<file path="config.mk">
export PLATFORM = sky130hd
export DESIGN_NAME = halfsiphash_flow_cookie
export DESIGN_NICKNAME = d
export VERILOG_FILES = /design/src/hsfc_pkg.sv /design/src/hsfc_stage.sv /design/src/hsfc_fold.sv /design/src/halfsiphash_flow_cookie.sv
export SDC_FILE = /design/constraint.sdc
export NUM_CORES = 2
export LEC_CHECK = 0
export CORE_UTILIZATION = 55
export CTS_CLUSTER_DIAMETER = 80
export DETAILED_ROUTE_END_ITERATION = 10
export DONT_BUFFER_PORTS = 1
export PLACE_DENSITY = 0.8
export SLEW_MARGIN = 0
export SYNTH_ARGS = -nofsm -noshare
export SYNTH_HDL_FRONTEND = slang
export SYNTH_SLANG_ARGS = --single-unit
</file>
<file path="constraint.sdc">
create_clock -name clk -period 20.3 [get_ports clk]
set_clock_uncertainty 0.05 [all_clocks]
set_input_delay 2.03 -clock clk [delete_from_list [all_inputs] [get_ports clk]]
set_output_delay 2.03 -clock clk [all_outputs]
set_load 0.005 [all_outputs]
</file>
<file path="src/hsfc_pkg.sv">
// Types, constants and round functions for the flow cookie hash pipeline.
package hsfc_pkg;

  localparam logic [31:0] HS_C0          = 32'h7073_6575;
  localparam logic [31:0] HS_C1          = 32'h6e64_6f6d;
  localparam logic [31:0] HS_C2          = 32'h6e65_7261;
  localparam logic [31:0] HS_C3          = 32'h7974_6573;
  localparam logic [31:0] KEY_LOW_RESET  = 32'h3332_3130;
  localparam logic [31:0] KEY_HIGH_RESET = 32'h4241_3938;
  localparam logic [31:0] FINAL_XOR      = 32'h0000_00ff;

  localparam int NUM_ROUNDS = 10;

  // Rounds after which message words are folded in.
  localparam int RND_ABSORB_SRC  = 1;
  localparam int RND_ABSORB_DST  = 3;
  localparam int RND_ABSORB_PORT = 5;

  // Configuration register indexes.
  localparam logic CFG_KEY_LOW  = 1'b0;
  localparam logic CFG_KEY_HIGH = 1'b1;

  typedef struct packed {
    logic [31:0] v3;
    logic [31:0] v2;
    logic [31:0] v1;
    logic [31:0] v0;
  } hsfc_state_t;

  typedef struct packed {
    hsfc_state_t st;
    logic [31:0] msg_port;
    logic [31:0] msg_dst;
    logic [31:0] msg_src;
  } hsfc_item_t;

  typedef struct packed {
    logic [31:0] x3;
    logic [31:0] x2;
    logic [31:0] x0;
  } hsfc_inject_t;

  function automatic logic [31:0] rotl(input logic [31:0] x, input int unsigned n);
    rotl = (x << n) | (x >> (32 - n));
  endfunction

  // One ARX round.
  function automatic hsfc_state_t hsfc_round(input hsfc_state_t s);
    logic [31:0] v0, v1, v2, v3;
    v0 = s.v0 + s.v1;
    v2 = s.v2 + s.v3;
    v1 = rotl(s.v1, 5) ^ v0;
    v3 = rotl(s.v3, 8) ^ v2;
    v0 = rotl(v0, 16);
    v2 = v2 + v1;
    v0 = v0 + v3;
    v1 = rotl(v1, 13) ^ v2;
    v3 = rotl(v3, 7) ^ v0;
    v2 = rotl(v2, 16);
    hsfc_round = '{v3: v3, v2: v2, v1: v1, v0: v0};
  endfunction

  // Words XORed into the state after a given round.
  function automatic hsfc_inject_t hsfc_inject(input int rnd, input hsfc_item_t it);
    hsfc_inject_t x;
    x = '0;
    if (rnd == RND_ABSORB_SRC) begin
      x.x0 = it.msg_src;
      x.x3 = it.msg_dst;
    end else if (rnd == RND_ABSORB_DST) begin
      x.x0 = it.msg_dst;
      x.x3 = it.msg_port;
    end else if (rnd == RND_ABSORB_PORT) begin
      x.x0 = it.msg_port;
      x.x2 = FINAL_XOR;
    end
    hsfc_inject = x;
  endfunction

endpackage

</file>
<file path="src/hsfc_stage.sv">
// One pipeline stage: a single ARX round followed by message injection.
module hsfc_stage (
  input  logic                  clk,
  input  logic                  rst,
  input  logic                  in_valid,
  output logic                  in_ready,
  input  hsfc_pkg::hsfc_item_t  in_item,
  input  hsfc_pkg::hsfc_inject_t inject,
  output logic                  out_valid,
  input  logic                  out_ready,
  output hsfc_pkg::hsfc_item_t  out_item
);

  hsfc_pkg::hsfc_state_t rnd;
  hsfc_pkg::hsfc_item_t  item_next;
  logic                  valid;
  hsfc_pkg::hsfc_item_t  item;

  always_comb begin
    rnd          = hsfc_pkg::hsfc_round(in_item.st);
    item_next    = in_item;
    item_next.st = '{v3: rnd.v3 ^ inject.x3, v2: rnd.v2 ^ inject.x2,
                     v1: rnd.v1, v0: rnd.v0 ^ inject.x0};
  end

  // Stage loads when empty or when its content moves on.
  assign in_ready = !valid || out_ready;

  always_ff @(posedge clk) begin
    if (rst) begin
      valid <= 1'b0;
    end else if (in_ready) begin
      valid <= in_valid;
    end
  end

  always_ff @(posedge clk) begin
    if (in_ready && in_valid) begin
      item <= item_next;
    end
  end

  assign out_valid = valid;
  assign out_item  = item;

endmodule

</file>
<file path="src/hsfc_fold.sv">
// Output stage: XOR-folds the final state into the cookie register.
module hsfc_fold (
  input  logic                  clk,
  input  logic                  rst,
  input  logic                  in_valid,
  output logic                  in_ready,
  input  hsfc_pkg::hsfc_state_t in_state,
  output logic                  out_valid,
  input  logic                  out_ready,
  output logic [31:0]           out_hash
);

  logic        valid;
  logic [31:0] hash;

  assign in_ready = !valid || out_ready;

  always_ff @(posedge clk) begin
    if (rst) begin
      valid <= 1'b0;
    end else if (in_ready) begin
      valid <= in_valid;
    end
  end

  always_ff @(posedge clk) begin
    if (in_ready && in_valid) begin
      hash <= in_state.v0 ^ in_state.v1 ^ in_state.v2 ^ in_state.v3;
    end
  end

  assign out_valid = valid;
  assign out_hash  = hash;

endmodule

</file>
<file path="src/halfsiphash_flow_cookie.sv">
// Top level of the keyed flow cookie hash: config registers, init and round pipeline.
//
// Usage:
//  - s_axis carries one flow tuple per transaction; m_axis returns one 32-bit
//    cookie per transaction, in the same order.
//  - Keys are loaded through cfg_wr/cfg_index/cfg_data (index 0 key_low,
//    index 1 key_high) and must only change while the pipeline is empty.
//  - Ten register stages each run one ARX round, with the message words and
//    the finalisation constant folded in after the second, fourth and sixth
//    rounds; an eleventh register holds the XOR-folded cookie.
//  - A transaction passes through the ten round registers and then the fold
//    register, whose output drives m_axis_tvalid and m_axis_tdata.
//  - Throughput: one transaction per cycle while m_axis is not stalled; each
//    stage is one round, i.e. two dependent 32-bit adds deep.
//  - Every stage has its own valid bit and ready, so bubbles close up and new
//    input is taken while a finished cookie waits, until all 11 stages fill.
//  - When m_axis stalls, the pipeline holds; nothing is dropped or repeated.
//  - Reset (rst, synchronous) empties the pipeline and restores the key
//    defaults.
module halfsiphash_flow_cookie (
  input  logic        clk,
  input  logic        rst,
  // Flow tuple, from bit 0: source_address[31:0], dest_address[31:0],
  // source_port_num[15:0], dest_port_num[15:0]
  input  logic        s_axis_tvalid,
  output logic        s_axis_tready,
  input  logic [95:0] s_axis_tdata,
  // Cookie, from bit 0: cookie_hash[31:0]
  output logic        m_axis_tvalid,
  input  logic        m_axis_tready,
  output logic [31:0] m_axis_tdata,
  // Key write port
  input  logic        cfg_wr,
  input  logic        cfg_index,
  input  logic [31:0] cfg_data
);

  logic [31:0] key_low;
  logic [31:0] key_high;

  always_ff @(posedge clk) begin
    if (rst) begin
      key_low  <= hsfc_pkg::KEY_LOW_RESET;
      key_high <= hsfc_pkg::KEY_HIGH_RESET;
    end else if (cfg_wr) begin
      case (cfg_index)
        hsfc_pkg::CFG_KEY_LOW:  key_low  <= cfg_data;
        hsfc_pkg::CFG_KEY_HIGH: key_high <= cfg_data;
        default: ;
      endcase
    end
  end

  // Field unpacking and initial state (first message word already in v3).
  logic [31:0] source_address;
  logic [31:0] dest_address;
  logic [15:0] source_port_num;
  logic [15:0] dest_port_num;
  hsfc_pkg::hsfc_item_t init_item;

  assign source_address  = s_axis_tdata[31:0];
  assign dest_address    = s_axis_tdata[63:32];
  assign source_port_num = s_axis_tdata[79:64];
  assign dest_port_num   = s_axis_tdata[95:80];

  always_comb begin
    init_item.msg_src  = source_address;
    init_item.msg_dst  = dest_address;
    init_item.msg_port = {source_port_num, dest_port_num};
    init_item.st.v0    = hsfc_pkg::HS_C0 ^ key_low;
    init_item.st.v1    = hsfc_pkg::HS_C1 ^ key_high;
    init_item.st.v2    = hsfc_pkg::HS_C2 ^ key_low;
    init_item.st.v3    = hsfc_pkg::HS_C3 ^ key_high ^ source_address;
  end

  // Round pipeline; link k feeds stage k.
  logic                  lnk_valid [hsfc_pkg::NUM_ROUNDS+1];
  logic                  lnk_ready [hsfc_pkg::NUM_ROUNDS+1];
  hsfc_pkg::hsfc_item_t  lnk_item  [hsfc_pkg::NUM_ROUNDS+1];

  assign lnk_valid[0]   = s_axis_tvalid;
  assign lnk_item[0]    = init_item;
  assign s_axis_tready  = lnk_ready[0];

  for (genvar k = 0; k < hsfc_pkg::NUM_ROUNDS; k++) begin : g_round
    hsfc_pkg::hsfc_inject_t inj;
    assign inj = hsfc_pkg::hsfc_inject(k, lnk_item[k]);

    hsfc_stage u_stage (
      .clk      (clk),
      .rst      (rst),
      .in_valid (lnk_valid[k]),
      .in_ready (lnk_ready[k]),
      .in_item  (lnk_item[k]),
      .inject   (inj),
      .out_valid(lnk_valid[k+1]),
      .out_ready(lnk_ready[k+1]),
      .out_item (lnk_item[k+1])
    );
  end

  // Final XOR fold doubles as the output register.
  hsfc_fold u_fold (
    .clk      (clk),
    .rst      (rst),
    .in_valid (lnk_valid[hsfc_pkg::NUM_ROUNDS]),
    .in_ready (lnk_ready[hsfc_pkg::NUM_ROUNDS]),
    .in_state (lnk_item[hsfc_pkg::NUM_ROUNDS].st),
    .out_valid(m_axis_tvalid),
    .out_ready(m_axis_tready),
    .out_hash (m_axis_tdata)
  );

endmodule

</file>
# Word level (Yosys, flattened, before mapping)
# Index checks and enable logic that the tools add are counted.
# word_totals
ff_bits	1675
input_bits	134
# classes
n_bitwise	115
n_addsub	40
n_reduce_logical	35
# ops
operator	count
32-bit XOR	49
32-bit adder	40
32-bit by 16-bit bitwise OR with 32-bit output	20
32-bit by 13-bit bitwise OR with 32-bit output	10
32-bit by 5-bit bitwise OR with 32-bit output	10
32-bit by 7-bit bitwise OR with 32-bit output	10
32-bit by 8-bit bitwise OR with 32-bit output	10
19-bit NOT	1
18-bit NOT	1
17-bit NOT	1
16-bit NOT	1
1-bit logical AND	11
1-bit zero test	11
1-bit logical OR	11
8-bit NOT	1
2-bit AND reduction	2
1-bit NOT	1

# Longest topological paths before layout
# logic_depth
depth_word	13
depth_mapped	27
mapped_depth_nobuf	26

# Modules after synthesis
# From an unflattened synthesis, not the netlist that was laid out.
# unflattened
hier_cells	13658
hier_area_um2	156732.8
# by_module_without_submodules
mod	cells_per_inst	instances	area_each_um2
hsfc_stage at g_round[4].u_stage ...	1301	6	15006.9
hsfc_stage at g_round[0].u_stage ...	1339	3	15336.0
hsfc_stage at g_round[3].u_stage	1374	1	15705.1
halfsiphash_flow_cookie	328	1	3135.5
hsfc_fold	133	1	1843.0

# Worst setup path before layout
# Ideal clock, no wire load.
# synth_path
path_kind	input to register
from	input m_axis_tready
to	register g_round[2].u_stage.item (netlist bit g_round[2].u_stage.out_item[100]), enable pin
stages	7
slack_ps	2347
t_arrival_ps	16866
n_path_buf	1
path_cell_list	nor2b_1 -> and3_1 -> and2_1 -> and3_1 -> and3_1 -> clkbuf_1 -> a21boi_0
# synth_between
elab_chain_cells	10
# synth_rtl
element	line	rtl
start, declared	halfsiphash_flow_cookie.sv:30	input logic m_axis_tready,
1-bit logical OR	hsfc_fold.sv:16	assign in_ready = !valid || out_ready;
1-bit logical OR (8 in series)	hsfc_stage.sv:27	assign in_ready = !valid || out_ready;
1-bit logical AND	hsfc_stage.sv:38	if (in_ready && in_valid) begin
end signal, assigned	hsfc_stage.sv:39	item <= item_next;
end, declared	hsfc_stage.sv:17	hsfc_pkg::hsfc_item_t item;
# No other way between the ends.
# A chain may end at the register's enable or synchronous reset.

==> results.cfg <==
[status]
outcome = completed

[critical_path]
criticalPathCategory = in -> reg
worstPathRequired_ns = 20.84
cpMostUsedCell = o21ai_0
ff2ff_path_depth = 25
slowest_stage = nor4_1
rrSetupSlack_ns = 12.51
timing.rr.start = g_round[0].u_stage.out_item[128]
cp-end-kind = register
path_max_fanout = 8
cp_slowest_stage_delay_ns = 0.61
arrival_ns = 8.63
startpoint = s_axis_tdata[0]
cp-start-kind = input port

[clocking]
ctsHoldBuffers = 0
cts_setup_buffers = 0
clock-sinks = 1675
cts-resized-gates = 0
cts-buffers-inserted = 187
clock_path_buffers = 3
root_buffer = clkbuf_16
htreeDepth = 4
clock_latency_ns = 0.89
cts_tree = yes
cts.clk_slew.worst_paths_ns = 0.07

[routing]
routedWlPerCell_um = 32.4
drt-pass1-iter-count = 7
route.vias.total = 99253
drc = 0
wl_mm = 482
routed_via_density = 6.66
drt_iter0_markers = 14140
final_antenna_net_count = 0

[sta]
holdWs_ns = 0.358
min_period_over_period = 0.399
worst_pin_slew_ns = 1.36
setup_viol = 0
drv_slew = 0
setup_tns_ns = 0
fmax_mhz = 124
slew_headroom = 0.0923
finalHoldViolations = 0
rsz0062_at_grt = false
finalCriticalPeriod_ns = 8.09
setup_ws_ns = 12.21

[cells_and_area]
layout_common_cells = edfxtp_1 (1600), xor2_1 (1540), ha_1 (1240)
final_common_cell = edfxtp_1
final_layout_size_suffix_gt1_frac = 0.0372
nets = 13159
syn_to_final_growth_pct = 8.15

[global_routing]
grt_pass1_wl_mm = 666
grt_overflow_total = 0
antenna_found_initial = 35
grt_pass1_vias = 92945
track_usage = 0.411
grt_max_degree = 164

[flow_run]
maxCapViolCount = 0

[placement]
dp_hpwl_mm = 403
gp_congestion = 1.13
post-place-ws_ns = 11.58
io_buffer_count = 0

[synthesis]
synth-seq-cells = 1675
syn_nets = 13027
yosys_warnings = 0
synth_flop_cell = edfxtp_1
synth-edff-count = 1600
avgSynthCellArea_um2 = 10.7
ys_seq_area_frac = 0.399
netlist_instances = 11613
synthesis.area_um2 = 124000
yosysUniqueCellTypes = 84
async_flop_share = 0

[die]
start_util = 0.556
die_w_um = 477
die_y_um = 477
ioPinCount = 168
die_area_um2 = 227000
floorplan.rows = 173
core_area_um2 = 223000

[worst_hold_path]
min-delay-start = g_round[0].u_stage.out_item[83]
worstHoldPathCells = 0
hold_path.class = reg -> reg
critical path, delay by kind of cell:
kind / cells / cell delay (ns)
AO/OA/AOI/OAI: 11 / 2.65
AND/OR/NAND/NOR: 7 / 1.69
adder cells (fa/ha/maj): 3 / 1.18
XOR/XNOR: 4 / 1.00
buffers and inverters: 1 / 0.07
worst paths after layout:
| check | endpoint |
|---|---|
| max | g_round[0].u_stage.out_item[220] |
| min | g_round[1].u_stage.out_item[83] |
| min reg2reg | g_round[1].u_stage.out_item[83] |
| max reg2reg | g_round[1].u_stage.out_item[223] |
state kept, by name, summed over array words and instances (netlist names):
name	flops
u_fold.out_valid	1
key_low	32
g_round.u_stage.out_item	1568
key_high	32
g_round.u_stage.out_valid	10
u_fold.out_hash	32
per-stage QoR:
step                area (um^2)   util  cells
floorplan                124000      -  11613
global placement         128000  0.573  14531
finish                   134000  0.601  14896
CTS                      134000  0.601  14879
global route             134000  0.601  14882
detailed placement       128000  0.573  14531
cell type report:
cell class,instances,area (um^2)
Fill cell,18196,89000
Multi-Input combinational cell,9455,72800
Sequential cell,1675,49500
Clock buffer,224,4920
Tap cell,2975,3720
Inverter,394,1480
Clock inverter,124,1390
Timing Repair Buffer,32,265
Antenna cell,17,42.5
cell usage after synthesis, drive strengths merged, types with 24 or more instances:
master  instances  area share
a211oi        116      0.0071
o21ai         520       0.021
a21boi         43      0.0026
xnor2        1145       0.081
nand4          82      0.0041
a31oi          86      0.0043
nand2b        136      0.0069
dfxtp          75       0.012
nor4           24      0.0012
nor2          549       0.017
fa             40      0.0065
nand3         197      0.0079
or2            31      0.0016
a211o          40      0.0028
or3            55      0.0028
nor3          132      0.0053
a21oi        1058       0.043
o31ai          46      0.0028
o211ai         49      0.0030
ha           1240        0.13
nand2         552       0.017
and4           25      0.0018
xor2         1540        0.11
nor2b         142      0.0072
o21bai        185       0.011
and3          101      0.0051
edfxtp       1600        0.39
a31o           38      0.0027
xnor3          28      0.0051
clkbuf         83      0.0025
a221oi         29      0.0020
a21o          664       0.040
inv           394       0.012
and2           42      0.0021
o21a          162      0.0098
per-layer routing:
layer  up-vias  routed length, um  global-route usage
met5         -                138                   0
li1      43190                  -                   -
met1     47693             180000               0.522
met3      1620              57400               0.103
met2      6726             202000               0.608
met4        24              42000               0.296
cells by family (layout without fill, tap and decap cells):
logic type	after synthesis	after routing	synth area share
buffers and inverters	483	774	0.0146
DFF	1675	1675	0.399
other	0	17	0
xor gates and xnor gates	2734	2734	0.199
and+or+nand+nor	2125	2125	0.0829
adders and majority gates	1280	1280	0.132
muxes	4	4	0.000323
AOI/OAI and AO/OA	3312	3312	0.172
Power is not shown: default switching activity piles up to over one toggle a cycle in this logic, so the estimate is an artifact.
